[src/btec_pkg.sv]
`timescale 1ns / 1ps

package btec_pkg;

  localparam int PIXEL_BITS_DEF = 8;
  localparam int REG_BITS       = 8;
  localparam int INDEX_BITS     = 8;
  localparam int WINDOW_DEPTH   = 3;
  localparam int QUEUE_DEPTH    = 4;

  localparam logic [INDEX_BITS-1:0] REG_LOW_THR  = 8'd0;
  localparam logic [INDEX_BITS-1:0] REG_HIGH_THR = 8'd1;
  localparam logic [INDEX_BITS-1:0] REG_MARGIN   = 8'd2;
  localparam logic [INDEX_BITS-1:0] REG_STEP     = 8'd3;

  localparam logic [REG_BITS-1:0] LOW_THR_RST  = 8'd115;
  localparam logic [REG_BITS-1:0] HIGH_THR_RST = 8'd140;
  localparam logic [REG_BITS-1:0] MARGIN_RST   = 8'd5;
  localparam logic [REG_BITS-1:0] STEP_RST     = 8'd12;

  typedef struct packed {
    logic [REG_BITS-1:0] low_thr;
    logic [REG_BITS-1:0] high_thr;
    logic [REG_BITS-1:0] margin;
    logic [REG_BITS-1:0] step;
  } cfg_t;

  typedef struct packed {
    logic defect;
    logic row_done;
  } result_t;

endpackage

[src/band_threshold_edge_classifier.sv]
`timescale 1ns / 1ps

// Classifies one grey pixel per clock, when in_ready is high, into a defect mask bit.
// A pixel's mask bit leaves one request after the pixel itself, since the edge test
// looks at the next pixel; the last pixel of a row (row_last) is flushed in the same
// request and gives a second result marked row_done. Sustained rate is one pixel per
// cycle while in_ready is high; results go through a four-entry queue, and a row end
// takes one extra output slot, which the queue absorbs while out_ready stays high. The
// input stalls only when the queue has fewer than two free entries. Registers (index
// 0..3): low threshold, high threshold, near margin, edge step; write them only while idle.
module band_threshold_edge_classifier #(
  parameter int PIXEL_BITS = btec_pkg::PIXEL_BITS_DEF
) (
  input  logic                            clk,
  input  logic                            rst,
  input  logic                            in_valid,
  output logic                            in_ready,
  input  logic [PIXEL_BITS-1:0]           pixel,
  input  logic                            row_last,
  output logic                            out_valid,
  input  logic                            out_ready,
  output logic                            defect,
  output logic                            row_done,
  input  logic                            cfg_valid,
  output logic                            cfg_ready,
  input  logic [btec_pkg::INDEX_BITS-1:0] cfg_index,
  input  logic [btec_pkg::REG_BITS-1:0]   cfg_data
);

  localparam int WIN = btec_pkg::WINDOW_DEPTH;

  btec_pkg::cfg_t    cfg;
  btec_pkg::result_t res_pend;
  btec_pkg::result_t res_last;
  btec_pkg::result_t res_a;
  btec_pkg::result_t q_data;
  logic [PIXEL_BITS-1:0] win_q [WIN];
  logic [WIN-1:0]        win_occ;
  logic                  in_fire;
  logic                  shift;
  logic                  clear;
  logic                  pend_defect;
  logic                  last_defect;
  logic                  push_a;
  logic                  push_b;
  logic                  room2;

  assign cfg_ready = 1'b1;

  always_ff @(posedge clk) begin
    if (rst) begin
      cfg.low_thr  <= btec_pkg::LOW_THR_RST;
      cfg.high_thr <= btec_pkg::HIGH_THR_RST;
      cfg.margin   <= btec_pkg::MARGIN_RST;
      cfg.step     <= btec_pkg::STEP_RST;
    end else if (cfg_valid && cfg_ready) begin
      unique case (cfg_index)
        btec_pkg::REG_LOW_THR:  cfg.low_thr  <= cfg_data;
        btec_pkg::REG_HIGH_THR: cfg.high_thr <= cfg_data;
        btec_pkg::REG_MARGIN:   cfg.margin   <= cfg_data;
        btec_pkg::REG_STEP:     cfg.step     <= cfg_data;
        default: ;
      endcase
    end
  end

  assign in_ready = room2;
  assign in_fire  = in_valid && in_ready;
  assign shift    = in_fire && !row_last;
  assign clear    = in_fire && row_last;

  btec_cell #(.PIXEL_BITS(PIXEL_BITS)) u_cell0 (
    .clk     (clk),
    .rst     (rst),
    .shift   (shift),
    .clear   (clear),
    .din     (pixel),
    .din_occ (1'b1),
    .q       (win_q[0]),
    .occ     (win_occ[0])
  );

  for (genvar i = 1; i < WIN; i++) begin : g_cell
    btec_cell #(.PIXEL_BITS(PIXEL_BITS)) u_cell (
      .clk     (clk),
      .rst     (rst),
      .shift   (shift),
      .clear   (clear),
      .din     (win_q[i-1]),
      .din_occ (win_occ[i-1]),
      .q       (win_q[i]),
      .occ     (win_occ[i])
    );
  end

  btec_classify #(.PIXEL_BITS(PIXEL_BITS)) u_classify (
    .cfg         (cfg),
    .cur         (win_q[0]),
    .back2       (win_q[WIN-1]),
    .px          (pixel),
    .pend_full   (win_occ[WIN-1]),
    .pend_defect (pend_defect),
    .last_defect (last_defect)
  );

  assign res_pend = '{defect: pend_defect, row_done: 1'b0};
  assign res_last = '{defect: last_defect, row_done: 1'b1};
  assign push_a   = in_fire && (win_occ[0] || row_last);
  assign push_b   = in_fire && win_occ[0] && row_last;
  assign res_a    = win_occ[0] ? res_pend : res_last;

  btec_queue u_queue (
    .clk       (clk),
    .rst       (rst),
    .push_a    (push_a),
    .data_a    (res_a),
    .push_b    (push_b),
    .data_b    (res_last),
    .room2     (room2),
    .out_valid (out_valid),
    .out_ready (out_ready),
    .out_data  (q_data)
  );

  assign defect   = q_data.defect;
  assign row_done = q_data.row_done;

`ifndef SYNTH
  a_row_end_clears: assert property (@(posedge clk) disable iff (rst)
    in_fire && row_last |=> (win_occ == '0))
    else $error("window not cleared after row end");

  a_shift_fills: assert property (@(posedge clk) disable iff (rst)
    in_fire && !row_last |=> win_occ[0] && (win_occ[1] == $past(win_occ[0])))
    else $error("window occupancy did not advance");

  a_occ_thermo: assert property (@(posedge clk) disable iff (rst)
    (win_occ[0] || (win_occ == '0)) && (!win_occ[2] || win_occ[1]))
    else $error("window occupancy not contiguous");

  a_no_accept_full: assert property (@(posedge clk) disable iff (rst)
    !room2 |-> !in_fire)
    else $error("pixel taken without queue room");
`endif

endmodule

[src/btec_cell.sv]
`timescale 1ns / 1ps

module btec_cell #(
  parameter int PIXEL_BITS = btec_pkg::PIXEL_BITS_DEF
) (
  input  logic                  clk,
  input  logic                  rst,
  input  logic                  shift,
  input  logic                  clear,
  input  logic [PIXEL_BITS-1:0] din,
  input  logic                  din_occ,
  output logic [PIXEL_BITS-1:0] q,
  output logic                  occ
);

  always_ff @(posedge clk) begin
    if (rst) begin
      occ <= 1'b0;
    end else if (clear) begin
      occ <= 1'b0;
    end else if (shift) begin
      occ <= din_occ;
    end
  end

  always_ff @(posedge clk) begin
    if (shift) begin
      q <= din;
    end
  end

endmodule

[src/btec_classify.sv]
`timescale 1ns / 1ps

module btec_classify #(
  parameter int PIXEL_BITS = btec_pkg::PIXEL_BITS_DEF
) (
  input  btec_pkg::cfg_t        cfg,
  input  logic [PIXEL_BITS-1:0] cur,
  input  logic [PIXEL_BITS-1:0] back2,
  input  logic [PIXEL_BITS-1:0] px,
  input  logic                  pend_full,
  output logic                  pend_defect,
  output logic                  last_defect
);

  logic [PIXEL_BITS-1:0] low_w;
  logic [PIXEL_BITS-1:0] high_w;
  logic [PIXEL_BITS-1:0] margin_w;
  logic [PIXEL_BITS-1:0] step_w;
  logic [PIXEL_BITS-1:0] diff_low;
  logic [PIXEL_BITS-1:0] diff_high;
  logic [PIXEL_BITS-1:0] diff_edge;
  logic                  cur_out;
  logic                  cur_near;

  assign low_w    = PIXEL_BITS'(cfg.low_thr);
  assign high_w   = PIXEL_BITS'(cfg.high_thr);
  assign margin_w = PIXEL_BITS'(cfg.margin);
  assign step_w   = PIXEL_BITS'(cfg.step);

  assign diff_low  = (cur >= low_w)  ? (cur - low_w)  : (low_w - cur);
  assign diff_high = (cur >= high_w) ? (cur - high_w) : (high_w - cur);
  assign diff_edge = (px >= back2)   ? (px - back2)   : (back2 - px);

  assign cur_out  = (cur < low_w) || (cur >= high_w);
  assign cur_near = (diff_low < margin_w) || (diff_high < margin_w);

  assign pend_defect = cur_out || (pend_full && cur_near && (diff_edge >= step_w));
  assign last_defect = (px < low_w) || (px >= high_w);

endmodule

[src/btec_queue.sv]
`timescale 1ns / 1ps

module btec_queue (
  input  logic              clk,
  input  logic              rst,
  input  logic              push_a,
  input  btec_pkg::result_t data_a,
  input  logic              push_b,
  input  btec_pkg::result_t data_b,
  output logic              room2,
  output logic              out_valid,
  input  logic              out_ready,
  output btec_pkg::result_t out_data
);

  localparam int DEPTH = btec_pkg::QUEUE_DEPTH;
  localparam int PTR_W = $clog2(DEPTH);
  localparam int CNT_W = $clog2(DEPTH + 1);

  btec_pkg::result_t mem [DEPTH];
  logic [PTR_W-1:0]  wr_ptr;
  logic [PTR_W-1:0]  rd_ptr;
  logic [CNT_W-1:0]  count;
  logic [CNT_W-1:0]  count_next;
  logic              pop;

  assign pop       = out_valid && out_ready;
  assign out_valid = (count != '0);
  assign out_data  = mem[rd_ptr];
  assign room2     = (count <= CNT_W'(DEPTH - 2));

  always_comb begin
    count_next = count + CNT_W'(push_a) + CNT_W'(push_b) - CNT_W'(pop);
  end

  always_ff @(posedge clk) begin
    if (rst) begin
      wr_ptr <= '0;
      rd_ptr <= '0;
      count  <= '0;
    end else begin
      wr_ptr <= wr_ptr + PTR_W'(push_a) + PTR_W'(push_b);
      if (pop) begin
        rd_ptr <= rd_ptr + PTR_W'(1);
      end
      count <= count_next;
    end
  end

  always_ff @(posedge clk) begin
    if (push_a) begin
      mem[wr_ptr] <= data_a;
    end
    if (push_b) begin
      mem[wr_ptr + PTR_W'(1)] <= data_b;
    end
  end

endmodule
[config.mk]
export PLATFORM = sky130hd
export DESIGN_NAME = band_threshold_edge_classifier
export DESIGN_NICKNAME = d
export VERILOG_FILES = /design/src/btec_pkg.sv /design/src/band_threshold_edge_classifier.sv /design/src/btec_cell.sv /design/src/btec_classify.sv /design/src/btec_queue.sv
export SDC_FILE = /design/constraint.sdc
export NUM_CORES = 1
export LEC_CHECK = 0
export ABC_CLOCK_PERIOD_IN_PS = 11150
export BUFFER_PORTS_ARGS = -buffer_cell sky130_fd_sc_hd__buf_2
export CORE_MARGIN = 1.5
export CORE_UTILIZATION = 53
export CTS_CLUSTER_SIZE = 40
export DETAILED_ROUTE_END_ITERATION = 10
export GPL_ROUTABILITY_DRIVEN = 0
export PLACE_DENSITY_LB_ADDON = 0.3
export SYNTH_ARGS = -nofsm -noshare
export SYNTH_HDL_FRONTEND = slang
export SYNTH_SLANG_ARGS = --single-unit
[constraint.sdc]
create_clock -name clk -period 11.15 [get_ports clk]
set_input_delay 2.7875 -clock clk [delete_from_list [all_inputs] [get_ports clk]]
set_output_delay 2.7875 -clock clk [all_outputs]
set_load 0.01 [all_outputs]
### Word-level counts from Yosys, hierarchy flattened

Memories as Yosys holds them, arrays and structs flattened. A register that Yosys moved wholly into a read port is not among the register bits.
Cells that the tools add are included.

* register bits after elaboration: 66
* RAM bits: 8
* memories: 1

Memory list
* u_queue.mem: words 4, width 2, read ports 1, clocked after Yosys merged registers in 1, write ports 2, line btec_queue.sv:20 `btec_pkg::result_t mem [DEPTH];`

* add/sub/neg operators: 13
* magnitude comparators: 10
* eq/ne operators: 3
* multiplexer cells: 10
* reduce and logical (&&, ||, !) cells: 22

Operators with widths (count)
* subtractor 8 bit: 6
* greater-or-equal comparator 8 bit: 5
* less-than comparator 8 bit: 4
* 2-to-1 mux 8 bit: 3
* == test 8 x 2 -> 1 bit (second input constant): 2
* logical AND 1 bit: 9
* == test 8 x 1 -> 1 bit (second input constant): 1
* zero test 8 bit: 1
* AND reduction 2 bit: 4
* adder 3 x 1 -> 3 bit: 2
* 2-to-1 mux 2 bit: 3
* logical OR 1 bit: 5
* adder 2 x 1 -> 2 bit: 2
* adder 2 x 1 -> 2 bit (second input constant): 2
* 2-to-1 mux 1 bit: 4
* <= comparator 3 x 2 -> 1 bit (second input constant): 1
* nonzero test 3 bit: 1
* subtractor 3 x 1 -> 3 bit: 1
* OR reduction 2 bit: 1
* zero test 1 bit: 1

### Longest topological paths before layout

* word-level depth: 8
* depth in mapped cells: 18

### Hierarchy

From an unflattened synthesis, not the netlist that was laid out.

* cells, all modules: 568
* area, all modules: 5736.8 um^2

Modules (own cells, without submodules)
* btec_classify: instances 1, cells each 331, area an instance 2651.3 um^2
* band_threshold_edge_classifier: instances 1, cells each 136, area an instance 1385.1 um^2
* btec_queue: instances 1, cells each 68, area an instance 859.6 um^2
* btec_cell: instances 3, cells each 11, area an instance 280.3 um^2

### Least setup slack after synthesis

No wires, ideal clock.

* kind: input-to-reg
* start point: in pixel[0]
* end point: mem u_queue.mem[3][1] (netlist bit), data pin
* setup time: 0.188 ns
* data arrival time: 5.886 ns
* data required time: 10.962 ns
* slack: 5.076 ns
* cell stages on the path: 18
* path buffers: 1
* path through: inv_1 > ha_1 > inv_1 > fa_1 > a21o_1 > a21oi_1 > a31oi_1 > a211o_1 > clkbuf_1 > mux2i_1 > xnor2_1 > ha_1 > o21ai_0 > o21bai_1 > a21oi_1 > o31a_1 > o31a_1 > o41ai_1

RTL lines
* from (decl): line band_threshold_edge_classifier.sv:18 `input logic [PIXEL_BITS-1:0] pixel,`
* to (decl): line btec_queue.sv:20

==> results.py <==
metrics = {
    "cells_and_area": {
        "area_growth_pct": 7.796,
        "drive_gt1_frac": 0.1118,
        "nets": 762,
        "finish.utilization": 0.5929,
        "fill_cells": 911,
        "layout.cells.non_filler": 780,
        "multiInputGateArea_sq_mm": 0.003565,
        "antenna_cells": 0,
        "seqCellArea_sq_mm": 0.001802,
    },
    "synthesis": {
        "yosysSeqAreaShare": 0.3145,
        "synth.avg_cell_area_sq_um": 9.362,
        "synth_top_cell_by_area": "ha_1",
        "synth_area_sq_mm": 0.005729,
        "ys.flop_type": "dfxtp_1",
        "synthArstFlopShare": 0,
        "syn_inst": 612,
        "yosysTopAreaCellShare": 0.1834,
        "synth_nets": 735,
        "ys_seq_elements": 76,
        "yosys_warnings": 0,
        "synth.area.top_cells": "ha_1 18%, dfxtp_1 17%, edfxtp_1 15%, mux2i_1 6.5%, inv_1 4.8%",
        "synth_cell_types": 67,
        "synth_edf_count": 28,
    },
    "die": {
        "die-area_sq_mm": 0.01144,
        "rows": 37,
        "io_pins": 35,
        "die_h_microns": 107.0,
        "start_util": 0.5500,
        "die_w_microns": 107.0,
        "core_area_sq_mm": 0.01042,
    },
    "pwr": {
        "p_leak_nw": 2.845,
        "powerDensity_mw_per_mm2": 139.8,
        "ir_drop_mv": 0.07343,
    },
    "clock_tree": {
        "postCtsSetupRepairBufs": 0,
        "cts_resized": 0,
        "clock_tree.root_cell": "clkbuf_8",
        "ctsHoldBuffers": 0,
        "cts.reportedPaths.clkPinSlew_ps": 80,
        "cts_tree": "built",
        "clkSinkCount": 76,
        "clock_path_buffers": 2,
        "htreeDepth": 3,
        "clock_latency_ps": 380,
        "cts_buffers": 9,
    },
    "sta": {
        "maxSlewViolCount": 0,
        "slew_headroom": 0.1946,
        "worst_slew_pin_slew_ps": 1207,
        "period_needed_ps": 6195,
        "setup_viol": 0,
        "clock.fmax_mhz": 161.4,
        "period_share": 0.5556,
        "final-hold-violation-count": 0,
        "tns_ps": 0,
        "grt_setup_unrepaired": "no",
        "clock_skew_ps": 11.70,
    },
    "global_route": {
        "grt_first_pass_wirelength_microns": 22270,
        "grt_max_degree": 33,
        "antenna_found_initial": 0,
        "grt_usage": 0.2562,
        "grt-ovfl-total": 0,
        "grt_pass1_vias": 4450,
    },
    "run": {
        "maxCapViolCount": 0,
    },
    "detailed_routing": {
        "drcViolationCount": 0,
        "wl_per_cell_microns": 17.27,
        "initialDrtViolationCount": 320,
        "wirelength_microns": 13470,
        "firstDrtPassIters": 5,
        "drtAntennaViolNets": 0,
        "dr_total_vias": 4522,
        "vias_per_cell": 5.797,
    },
    "worst_setup_path": {
        "cp-start-kind": "input port",
        "cp_top_family": "compound AO/OA/AOI/OAI gates",
        "crit_path_cell_trace": "buf_2, inv_1, ha_1, inv_1, fa_1, a21o_1, a21oi_1, a31oi_1, a211o_1, mux2i_1, xnor2_1, ha_1, o21ai_0, o21bai_1, a21oi_1, o31a_1, o31a_1, o41ai_1",
        "criticalPathCategory": "in2reg",
        "cp-end-kind": "register",
        "cpPeakStageDelay_ps": 420,
        "cp_slowest_cell": "o41ai_1",
        "cp_num_buf_inv": 3,
        "rrSetupSlack_ps": 6470,
        "cp.required_ps": 11300,
        "path_max_fanout": 7,
        "crit_arrival_ps": 6350,
    },
    "placed_design": {
        "dpl.cell_count": 764,
        "dp_hpwl_microns": 10620,
        "io_buffer_count": 33,
    },
    "worst_hold_path": {
        "hold_class": "reg2reg",
    },
    "run_status": {
        "status": "complete, no violations",
    },
}
area by class of cell:
cell class	count	area share
Multi-Input combinational cell	443	0.5772
Sequential cell	76	0.2917
Inverter	75	0.04558
Timing Repair Buffer	34	0.02796
Tap cell	136	0.02755
Clock buffer	10	0.02411
Clock inverter	6	0.005875
cell usage in the layout, fill, tap and decap left out, drive strengths merged, types with 6 or more instances in the layout:
cell,count
o41ai,10
a21oi,36
o21ai,26
ha,84
buf,34
fa,9
o211ai,10
xor2,8
xnor2,13
nor2,59
nand2,34
mux2i,37
nand3,9
dfxtp,48
clkbuf,10
nor2b,11
mux2,6
inv,76
a21o,6
edfxtp,28
nor3,9
per-layer routing:
metal | up-vias | global-route usage | part of all wire
met5 | - | 0 | 0
met4 | 0 | 0.08381 | 0.016
met3 | 18 | 0.04498 | 0.046
met2 | 100 | 0.4075 | 0.46
met1 | 2192 | 0.3531 | 0.48
li1 | 2212 | - | -
sequential cells by signal, summed over array words and instances, names as in the netlist, named ones only:
register and cells:
cfg 32, g_cell.u_cell.occ 2, g_cell.u_cell.q 16, u_cell0.occ 1
u_cell0.q 8, u_queue.count 3, u_queue.mem 8, u_queue.rd_ptr 2
u_queue.wr_ptr 2
synth_stat cells (all sizes together), types with 3 or more instances:
master / n
a211oi: 5
mux2: 6
nand3: 9
nand2b: 4
and3: 5
a21o: 6
and2: 4
nor3: 9
nand4: 4
a31oi: 4
o21a: 4
nor2b: 11
clkbuf: 14
xnor2: 13
xor2: 8
edfxtp: 28
o21bai: 3
buf: 4
o211ai: 10
o41ai: 10
a21oi: 36
o21ai: 26
fa: 9
nor3b: 3
nand2: 34
ha: 84
inv: 75
nand3b: 4
a221oi: 3
dfxtp: 48
mux2i: 37
nor2: 59
where the power goes:
part           leakage [nW]  total [mW]  switching, mW  internal, mW
clock                0.0974       0.205          0.112        0.0935
combinational          2.10       0.312          0.177         0.136
sequential            0.652       0.346         0.0273         0.319
logic make-up (layout without fill, tap and decap cells):
logic type                 count (synthesis)  after routing  share of synthesized area
AOI/OAI and AO/OA                        128            128                     0.1546
xor gates and xnor gates                  21             21                    0.03210
adders and majority gates                 94             94                     0.2166
buffers and inverters                     93            125                    0.06377
DFF                                       76             76                     0.3145
muxes                                     45             45                    0.08495
other                                      1              1                  0.0006545
and+or+nand+nor                          154            154                     0.1328
final timing paths:
| path | from | end | cells past startpoint |
|---|---|---|---|
| hold reg to reg | g_cell[1].u_cell.q[1] | g_cell[2].u_cell.q[1] | 0 |
| setup reg to reg | u_cell0.q[0] | u_queue.mem[1][1] | 16 |
| hold / removal | g_cell[1].u_cell.q[1] | g_cell[2].u_cell.q[1] | 0 |
| setup / recovery | pixel[0] | u_queue.mem[1][1] | 18 |
metrics by stage:
step / worst slack [ps] / total power [mW] / hold WS (ps) / area (sq um)
finish: 4955 / 0.8637 / 424.0 / 6176
CTS: 5037 / 0.8650 / 425.0 / 6176
floorplan: 5076 / 0.5762 / 400.3 / 5729
detailed placement: 4641 / 0.6599 / 406.1 / 5991
global route: 4729 / 0.9187 / 428.2 / 6176
global placement: 4821 / 0.6494 / 400.5 / 5991
Note: power is estimated with default switching activity, not from simulation.
